### src/sv/rsge_pkg.sv
// Shared types and constants for the RGBA span gradient evaluator.
package rsge_pkg;

  localparam int unsigned POS_W = 17;
  localparam int unsigned CH_W  = 8;
  localparam int unsigned FRAC_W = 17;
  localparam logic [POS_W-1:0] Q_ONE = 17'h10000;

  localparam logic REQ_ADD  = 1'b0;
  localparam logic REQ_EVAL = 1'b1;

  typedef logic [3:0][CH_W-1:0] color_t;

  typedef struct packed {
    logic [POS_W-1:0] lo;
    logic [POS_W-1:0] hi;
    color_t           c0;
    color_t           c1;
  } span_t;

  typedef struct packed {
    logic             req;
    logic [POS_W-1:0] t;
    logic             alpha_nz;
    span_t            span;
  } q_item_t;

  typedef enum logic [2:0] {
    ST_IDLE,
    ST_RD,
    ST_CMP,
    ST_DIV,
    ST_MUL,
    ST_ACC,
    ST_DONE
  } back_state_t;

endpackage

### src/sv/rgba_span_gradient_eval_top.sv
// Top level of the piecewise linear RGBA span gradient evaluator.
// An add item goes straight to its result; an evaluate item scans the spans in
//   table order and, on a match, runs the serial fraction divider (which a
//   zero-width span skips) before the channel interpolation.
// Throughput: one item per back-end pass; a two-entry queue takes new items meanwhile.
// Reset (rst_n low, synchronous) empties the queue and the span count and clears
//   the transparency flag; span table contents are not cleared.
// Each result is shown for one cycle with out_valid; the receiver cannot stall it.
module rgba_span_gradient_eval_top #(
  parameter int unsigned MAX_SPANS = 8
) (
  input  logic               clk,
  input  logic               rst_n,
  // input item channel
  input  logic               start,
  output logic               busy,
  input  logic               in_req_type,
  input  logic signed [17:0] in_position,
  input  logic [16:0]        in_span_lo,
  input  logic [16:0]        in_span_hi,
  input  logic [7:0]         in_lo_red,
  input  logic [7:0]         in_lo_green,
  input  logic [7:0]         in_lo_blue,
  input  logic [7:0]         in_lo_alpha,
  input  logic [7:0]         in_hi_red,
  input  logic [7:0]         in_hi_green,
  input  logic [7:0]         in_hi_blue,
  input  logic [7:0]         in_hi_alpha,
  // result channel
  output logic               out_valid,
  output logic [7:0]         out_red,
  output logic [7:0]         out_green,
  output logic [7:0]         out_blue,
  output logic [7:0]         out_alpha,
  output logic               out_span_found,
  output logic               out_has_transparency,
  output logic               out_table_full
);
  import rsge_pkg::*;

  color_t  c0;
  color_t  c1;
  color_t  res_color;
  q_item_t head;
  logic    head_valid;
  logic    pop;

  // channel order inside a color: red, green, blue, alpha
  assign c0 = {in_lo_alpha, in_lo_blue, in_lo_green, in_lo_red};
  assign c1 = {in_hi_alpha, in_hi_blue, in_hi_green, in_hi_red};

  // front: clamp and queue
  rsge_front u_front (
    .clk         (clk),
    .rst_n       (rst_n),
    .start       (start),
    .busy        (busy),
    .in_req_type (in_req_type),
    .in_position (in_position),
    .in_span_lo  (in_span_lo),
    .in_span_hi  (in_span_hi),
    .in_c0       (c0),
    .in_c1       (c1),
    .pop         (pop),
    .head_valid  (head_valid),
    .head        (head)
  );

  // back: table update or scan, divide, lerp
  rsge_back #(
    .MAX_SPANS (MAX_SPANS)
  ) u_back (
    .clk        (clk),
    .rst_n      (rst_n),
    .head_valid (head_valid),
    .head       (head),
    .pop        (pop),
    .res_valid  (out_valid),
    .res_color  (res_color),
    .res_found  (out_span_found),
    .res_transp (out_has_transparency),
    .res_full   (out_table_full)
  );

  assign out_red   = res_color[0];
  assign out_green = res_color[1];
  assign out_blue  = res_color[2];
  assign out_alpha = res_color[3];

endmodule

### src/sv/rsge_front.sv
// Front end: accepts items, clamps positions, flags alpha, and queues them.
module rsge_front (
  input  logic                     clk,
  input  logic                     rst_n,
  input  logic                     start,
  output logic                     busy,
  input  logic                     in_req_type,
  input  logic signed [17:0]       in_position,
  input  logic [16:0]              in_span_lo,
  input  logic [16:0]              in_span_hi,
  input  rsge_pkg::color_t         in_c0,
  input  rsge_pkg::color_t         in_c1,
  input  logic                     pop,
  output logic                     head_valid,
  output rsge_pkg::q_item_t        head
);
  import rsge_pkg::*;

  q_item_t    q_r [2];
  logic       wr_ptr_r, wr_ptr_nxt;
  logic       rd_ptr_r, rd_ptr_nxt;
  logic [1:0] cnt_r, cnt_nxt;
  logic       push;
  q_item_t    item;
  logic [POS_W-1:0] t_clamp;

  // clamp to 0..1.0 in Q.16
  always_comb begin
    if (in_position[17]) begin
      t_clamp = '0;
    end else if (in_position[16] && (in_position[15:0] != 16'd0)) begin
      t_clamp = Q_ONE;
    end else begin
      t_clamp = in_position[16:0];
    end
  end

  always_comb begin
    item.req       = in_req_type;
    item.t         = t_clamp;
    item.alpha_nz  = (in_c0[3] != '0) || (in_c1[3] != '0);
    item.span.lo   = in_span_lo;
    item.span.hi   = in_span_hi;
    item.span.c0   = in_c0;
    item.span.c1   = in_c1;
  end

  assign busy       = (cnt_r == 2'd2);
  assign push       = start && !busy;
  assign head_valid = (cnt_r != 2'd0);
  assign head       = q_r[rd_ptr_r];

  always_comb begin
    wr_ptr_nxt = push ? ~wr_ptr_r : wr_ptr_r;
    rd_ptr_nxt = pop  ? ~rd_ptr_r : rd_ptr_r;
    cnt_nxt    = cnt_r + 2'(push) - 2'(pop);
  end

  always_ff @(posedge clk) begin
    if (!rst_n) begin
      wr_ptr_r <= 1'b0;
      rd_ptr_r <= 1'b0;
      cnt_r    <= 2'd0;
    end else begin
      wr_ptr_r <= wr_ptr_nxt;
      rd_ptr_r <= rd_ptr_nxt;
      cnt_r    <= cnt_nxt;
    end
  end

  always_ff @(posedge clk) begin
    if (push) begin
      q_r[wr_ptr_r] <= item;
    end
  end

endmodule

### src/sv/rsge_div.sv
// Radix-2 restoring divider for the span fraction, one quotient bit per cycle.
module rsge_div (
  input  logic                               clk,
  input  logic                               rst_n,
  input  logic                               start,
  input  logic [rsge_pkg::POS_W-1:0]         num,
  input  logic [rsge_pkg::POS_W-1:0]         den,
  output logic                               done,
  output logic [rsge_pkg::FRAC_W-1:0]        quo
);
  import rsge_pkg::*;

  logic [POS_W-1:0] rem_r;
  logic [POS_W-1:0] den_r;
  logic [15:0]      q_r;
  logic             qh_r;
  logic [4:0]       cnt_r;
  logic             busy_r;
  logic             done_r;
  logic [POS_W:0]   rem2;
  logic             ge;
  logic [POS_W:0]   diff;

  // num <= den, so the integer bit is 1 only when they are equal
  assign rem2 = {rem_r, 1'b0};
  assign ge   = (rem2 >= {1'b0, den_r});
  assign diff = rem2 - {1'b0, den_r};

  always_ff @(posedge clk) begin
    if (!rst_n) begin
      busy_r <= 1'b0;
      done_r <= 1'b0;
      cnt_r  <= 5'd0;
    end else begin
      done_r <= 1'b0;
      if (start) begin
        busy_r <= 1'b1;
        cnt_r  <= 5'd16;
      end else if (busy_r) begin
        cnt_r <= cnt_r - 5'd1;
        if (cnt_r == 5'd1) begin
          busy_r <= 1'b0;
          done_r <= 1'b1;
        end
      end
    end
  end

  always_ff @(posedge clk) begin
    if (start) begin
      den_r <= den;
      q_r   <= '0;
      if (num == den) begin
        qh_r  <= 1'b1;
        rem_r <= '0;
      end else begin
        qh_r  <= 1'b0;
        rem_r <= num;
      end
    end else if (busy_r) begin
      rem_r <= ge ? diff[POS_W-1:0] : rem2[POS_W-1:0];
      q_r   <= {q_r[14:0], ge};
    end
  end

  assign done = done_r;
  assign quo  = {qh_r, q_r};

endmodule

### src/sv/rsge_back.sv
// Back end: span table, scan, fraction divide and channel interpolation.
module rsge_back #(
  parameter int unsigned MAX_SPANS = 8
) (
  input  logic                    clk,
  input  logic                    rst_n,
  input  logic                    head_valid,
  input  rsge_pkg::q_item_t       head,
  output logic                    pop,
  output logic                    res_valid,
  output rsge_pkg::color_t        res_color,
  output logic                    res_found,
  output logic                    res_transp,
  output logic                    res_full
);
  import rsge_pkg::*;

  localparam int unsigned IDX_W = (MAX_SPANS > 1) ? $clog2(MAX_SPANS) : 1;
  localparam int unsigned CNT_W = $clog2(MAX_SPANS + 1);
  localparam logic [CNT_W-1:0] CNT_MAX = CNT_W'(MAX_SPANS);

  back_state_t state_r, state_nxt;

  span_t            mem [MAX_SPANS];
  span_t            rd_r;
  q_item_t          item_r;
  logic [CNT_W-1:0] cnt_r;
  logic [CNT_W-1:0] scan_r;
  logic             transp_r;
  logic             full_r;
  logic             found_r;
  color_t           col_r;
  logic [FRAC_W-1:0] frac_r;
  logic [1:0]       ch_r;
  logic signed [26:0] prod_r;

  logic             rd_en;
  logic             scan_end;
  logic             match;
  logic             degenerate;
  logic             div_start;
  logic             div_done;
  logic [FRAC_W-1:0] div_quo;
  logic             tbl_full;
  logic signed [8:0]  ch_diff;
  logic signed [10:0] ch_step;
  logic signed [10:0] ch_sum;

  assign tbl_full   = (cnt_r == CNT_MAX);
  assign scan_end   = (scan_r == cnt_r);
  assign match      = (item_r.t >= rd_r.lo) && (item_r.t <= rd_r.hi);
  assign degenerate = (rd_r.hi == rd_r.lo);

  rsge_div u_div (
    .clk   (clk),
    .rst_n (rst_n),
    .start (div_start),
    .num   (item_r.t - rd_r.lo),
    .den   (rd_r.hi - rd_r.lo),
    .done  (div_done),
    .quo   (div_quo)
  );

  // next state
  always_comb begin
    state_nxt = state_r;
    unique case (state_r)
      ST_IDLE: begin
        if (head_valid) begin
          state_nxt = (head.req == REQ_EVAL) ? ST_RD : ST_DONE;
        end
      end
      ST_RD:   state_nxt = scan_end ? ST_DONE : ST_CMP;
      ST_CMP: begin
        priority if (match && degenerate) begin
          state_nxt = ST_MUL;
        end else if (match) begin
          state_nxt = ST_DIV;
        end else begin
          state_nxt = ST_RD;
        end
      end
      ST_DIV:  state_nxt = div_done ? ST_MUL : ST_DIV;
      ST_MUL:  state_nxt = ST_ACC;
      ST_ACC:  state_nxt = (ch_r == 2'd3) ? ST_DONE : ST_MUL;
      ST_DONE: state_nxt = ST_IDLE;
      default: state_nxt = ST_IDLE;
    endcase
  end

  // control outputs
  always_comb begin
    pop       = 1'b0;
    rd_en     = 1'b0;
    div_start = 1'b0;
    res_valid = 1'b0;
    unique case (state_r)
      ST_IDLE: pop       = head_valid;
      ST_RD:   rd_en     = !scan_end;
      ST_CMP:  div_start = match && !degenerate;
      ST_DONE: res_valid = 1'b1;
      default: ;
    endcase
  end

  always_ff @(posedge clk) begin
    if (!rst_n) begin
      state_r  <= ST_IDLE;
      cnt_r    <= '0;
      transp_r <= 1'b0;
    end else begin
      state_r <= state_nxt;
      if (pop && (head.req == REQ_ADD) && !tbl_full) begin
        cnt_r    <= cnt_r + CNT_W'(1);
        transp_r <= transp_r | head.alpha_nz;
      end
    end
  end

  // span table
  always_ff @(posedge clk) begin
    if (pop && (head.req == REQ_ADD) && !tbl_full) begin
      mem[cnt_r[IDX_W-1:0]] <= head.span;
    end
    if (rd_en) begin
      rd_r <= mem[scan_r[IDX_W-1:0]];
    end
  end

  // channel lerp: c0 + floor((c1 - c0) * frac / 2^16)
  assign ch_diff = $signed({1'b0, rd_r.c1[ch_r]}) - $signed({1'b0, rd_r.c0[ch_r]});
  assign ch_step = prod_r[26:16];
  assign ch_sum  = $signed({3'b000, rd_r.c0[ch_r]}) + ch_step;

  always_ff @(posedge clk) begin
    if (pop) begin
      item_r  <= head;
      scan_r  <= '0;
      col_r   <= '0;
      found_r <= 1'b0;
      full_r  <= (head.req == REQ_ADD) && tbl_full;
    end
    if ((state_r == ST_CMP) && !match) begin
      scan_r <= scan_r + CNT_W'(1);
    end
    if ((state_r == ST_CMP) && match) begin
      found_r <= 1'b1;
      frac_r  <= '0;
      ch_r    <= 2'd0;
    end
    if ((state_r == ST_DIV) && div_done) begin
      frac_r <= div_quo;
    end
    if (state_r == ST_MUL) begin
      prod_r <= 27'(ch_diff) * 27'($signed({1'b0, frac_r}));
    end
    if (state_r == ST_ACC) begin
      col_r[ch_r] <= ch_sum[7:0];
      ch_r        <= ch_r + 2'd1;
    end
  end

  assign res_color  = col_r;
  assign res_found  = found_r;
  assign res_transp = transp_r;
  assign res_full   = full_r;

endmodule
### config.mk
export PLATFORM = sky130hd
export DESIGN_NAME = rgba_span_gradient_eval_top
export DESIGN_NICKNAME = d
export VERILOG_FILES = /design/src/sv/rsge_pkg.sv /design/src/sv/rgba_span_gradient_eval_top.sv /design/src/sv/rsge_front.sv /design/src/sv/rsge_div.sv /design/src/sv/rsge_back.sv
export SDC_FILE = /design/constraint.sdc
export NUM_CORES = 2
export LEC_CHECK = 0
export ABC_AREA = 1
export BUFFER_PORTS_ARGS = -buffer_cell sky130_fd_sc_hd__buf_2
export CORE_AREA = 2 2 380 382
export CTS_CLUSTER_SIZE = 40
export DETAILED_ROUTE_END_ITERATION = 10
export DIE_AREA = 0 0 382 384
export SYNTH_ARGS = -nofsm -noshare
export SYNTH_HDL_FRONTEND = slang
export SYNTH_SLANG_ARGS = --single-unit
### constraint.sdc
create_clock -name clk -period 17.3 [get_ports clk]
set_input_delay 1.73 -clock clk [delete_from_list [all_inputs] [get_ports clk]]
set_output_delay 1.73 -clock clk [all_outputs]
set_load 0.005 [all_outputs]
==> results.ini <==
[floorplanning]
coreArea_sq_mm=0.143
boundaryPins=157
fp-row-count=139
die_outline_area_sq_mm=0.147
initial_core_util=0.397
die-width_um=382
chipHeight_um=384

[worst_setup_path]
worst_r2r_endpoint=u_back.prod_r[21]
critPathLaunchType=flop
critical_path.endpoint=u_back.prod_r[21]
cp.required_ps=17830
timing.critical_path.from=u_back.ch_r[0]
critical_path.max_stage_delay_ps=710
cp.arrival_ps=8690
slowest_cp_cell=sky130_fd_sc_hd__inv_1
timing.setup.critical_path_class=flop to flop
regToRegStartpoint=u_back.ch_r[0]
regToRegSetupSlack_ps=9140
crit_path_max_fanout=36
critPathCaptureType=flop
ff2ff_path_depth=34
critPathMostFrequentCell=sky130_fd_sc_hd__nand2_1

[synth]
post_synth_edffs=1200
seq_area_frac_synth=0.660
synth_flop_cell=sky130_fd_sc_hd__edfxtp_1
synth-seq-cells=1269
syn_area_per_cell_sq_um=11.9
ys_types=49
syn_nets=5150
mappedNetlistArea_sq_mm=0.0567
syn_inst=4775
synth-warning-count=0
synth_async_sr_flop_share=0

[clock_tree]
post-cts-setup-buffer-count=0
cts-root-buf=sky130_fd_sc_hd__clkbuf_16
cts_made_buffers=136
cts_tree=built
cells_resized_by_post_cts_repair=0
clk_pin_slew_worst_paths_ps=60
clock_tree.buffer_depth=3
cts_stage_hold_buffer_count=0
cts_num_sinks=1269
htree_num_levels=4
worstSkewPairLatency_ps=780

[layout]
finalInstanceArea_sq_mm=0.0639
finalNetCount=5281
post_route_cells_drive_above_1_share=0.109
final.fill_count=12900
syn2layout_area_growth_pct=12.8

[global_route]
grt_antenna_before_repair=16
grt_max_degree=186
grt_first_pass_wirelength_mm=206
grt_pass1_vias=34600
grt-ovfl-total=0
global_route.usage.total=0.183

[place]
gp_routability_congestion=0.911
place_area_sq_mm=0.0595
port_buffer_count=156
hpwlAfterDp_mm=83.1

[sta]
report.final.hold_viol_count=0
clock_skew_ps=33.0
max_slew.worst_pin.slew_ps=1130
layout_worst_path_cycle_share=0.472
fin_setup_tns_ps=0
rsz0062_at_grt=false
fmax_mhz=123
final_critical_delay_including_setup_and_external_delays_ps=8160
timing.final.setup_violations=0
maxSlewViolCount=0
slew_hr=0.245

[detailed_routing]
drt_drc_violations_left=0
drt-vias-per-instance=5.16
antenna_left=0
vias=35700
routed_wl_mm=135
wl_per_cell_um=19.5
number_of_drc_violations_after_detailed_routing_iteration_0=2806
first_pass_iters=5

[run]
cap_violations=0

[worst_hold_path]
hold_path.class=flop to flop

[status]
outcome=complete, no violations

==> through the flow <==
| stage | util | hold slack (ps) | cells | setup slack [ps] |
|---|---|---|---|---|
| CTS | 0.448 | 454 | 6909 | 9250 |
| global route | 0.448 | 468 | 6910 | 8530 |
| global placement | 0.417 | 423 | 6671 | 9330 |
| finish | 0.448 | 456 | 6913 | 9140 |
| detailed placement | 0.417 | 431 | 6671 | 9240 |
| floorplan | - | 426 | 4775 | 6170 |
==> Yosys cell counts, types with 8 or more instances <==
cell	instances	area, sq um
sky130_fd_sc_hd__a21o_1	8	60.1
sky130_fd_sc_hd__nor3_1	22	110
sky130_fd_sc_hd__nand4_1	26	163
sky130_fd_sc_hd__mux2_2	116	1310
sky130_fd_sc_hd__a21oi_1	89	445
sky130_fd_sc_hd__edfxtp_1	1200	36000
sky130_fd_sc_hd__o22ai_1	105	657
sky130_fd_sc_hd__ha_1	145	1810
sky130_fd_sc_hd__dfxtp_1	69	1380
sky130_fd_sc_hd__xnor2_1	20	175
sky130_fd_sc_hd__nor2_1	946	3550
sky130_fd_sc_hd__nand2_1	488	1830
sky130_fd_sc_hd__inv_2	11	41.3
sky130_fd_sc_hd__a31oi_1	103	644
sky130_fd_sc_hd__buf_1	13	48.8
sky130_fd_sc_hd__o21ai_0	486	2430
sky130_fd_sc_hd__inv_1	379	1420
sky130_fd_sc_hd__clkbuf_1	185	694
sky130_fd_sc_hd__nand3_1	111	556
sky130_fd_sc_hd__o211ai_1	19	143
sky130_fd_sc_hd__xor2_1	37	324
sky130_fd_sc_hd__nor4_1	9	56.3
sky130_fd_sc_hd__fa_1	110	2200
sky130_fd_sc_hd__nand3b_1	9	67.6
==> sequential cells by signal, indices dropped and copies added (netlist names), 4 cells and up, named ones only <==
| register | cells |
|---|---|
| u_back.u_div.cnt_r | 5 |
| u_back.cnt_r | 4 |
| u_back.frac_r | 17 |
| u_front.q_r | 234 |
| u_back.prod_r | 8 |
| u_back.item_r | 17 |
| u_back.u_div.rem_r | 17 |
| u_back.scan_r | 4 |
| u_back.u_div.den_r | 17 |
| u_back.u_div.q_r | 16 |
| u_back.mem | 784 |
| u_back.rd_r | 98 |
| u_back.res_color | 32 |
==> routing by layer <==
layer	up-vias	GRT usage	routed length, um
met5	-	0	75
met2	908	0.293	62700
met4	12	0.0537	3040
met3	193	0.0333	7700
met1	17500	0.254	61300
li1	17000	-	-
==> worst min-delay path by stage <==
stage | cells after the start | startpoint | to | slack (ps)
after global routing | 1 | u_front.rd_ptr_r | flop | 470
final | 2 | u_back.res_found | u_back.res_found | 460
after global placement | 1 | u_front.rd_ptr_r | flop | 420
after CTS | 1 | u_front.rd_ptr_r | flop | 450
after detailed placement | 1 | u_front.rd_ptr_r | flop | 430
after floorplan | 1 | u_front.rd_ptr_r | flop | 430
==> cells by family (layout without fill, tap and decap cells) <==
family	Yosys count	in the layout	share of synthesized area
AND/OR/NAND/NOR	1630	1630	0.114
multiplexers	116	116	0.0230
AO/OA/AOI/OAI	849	849	0.0829
adder cells (fa/ha/maj)	255	255	0.0709
other	0	4	0
XOR/XNOR	57	57	0.00881
flip-flops	1269	1269	0.660
buffers and inverters	599	830	0.0400
==> cells in the final DEF (no fill, tap or decap), drive strengths merged, types with 2 or more instances in the layout <==
cell type / synthesis / final
nand4: 27 / 27
o22ai: 105 / 105
a31oi: 103 / 103
mux2: 116 / 116
diode: 0 / 4
and2: 3 / 3
a21oi: 96 / 96
a32oi: 7 / 7
fa: 110 / 110
clkbuf: 185 / 169
o31ai: 5 / 5
a32o: 2 / 2
o21bai: 4 / 4
a211oi: 5 / 5
a21o: 8 / 8
o211ai: 19 / 19
or2: 2 / 2
bufinv: 0 / 10
nor3: 24 / 24
dfxtp: 69 / 69
nand3b: 9 / 9
nand3: 111 / 111
xnor2: 20 / 20
ha: 145 / 145
nand2: 494 / 494
clkinv: 2 / 50
inv: 390 / 399
clkinvlp: 0 / 2
edfxtp: 1200 / 1200
o21a: 3 / 3
nor4: 9 / 9
buf: 22 / 200
xor2: 37 / 37
nor2: 949 / 949
o21ai: 488 / 488
==> critical path: cells and delay by family, from the launching register on <==
family,cells,cell delay (ps)
adders and majority gates,7,3070
buffers and inverters,7,1490
AOI/OAI and AO/OA,5,1420
and+or+nand+nor,14,1390
DFF,1,370
xor gates and xnor gates,1,140
==> final cells by class <==
type / count / area (sq um) / share of cell area
clock buffer: 169 / 3660 / 0.0573
clock inverter: 69 / 721 / 0.0113
multi-input combinational: 2907 / 17100 / 0.267
inverter: 392 / 1490 / 0.0233
tap: 1903 / 2380 / 0.0372
antenna: 4 / 10.0 / 0.000157
sequential: 1269 / 37400 / 0.585
timing repair buffer: 200 / 1150 / 0.0180
Power is not shown: default switching activity piles up to over one toggle a cycle in this logic, so the estimate is an artifact.
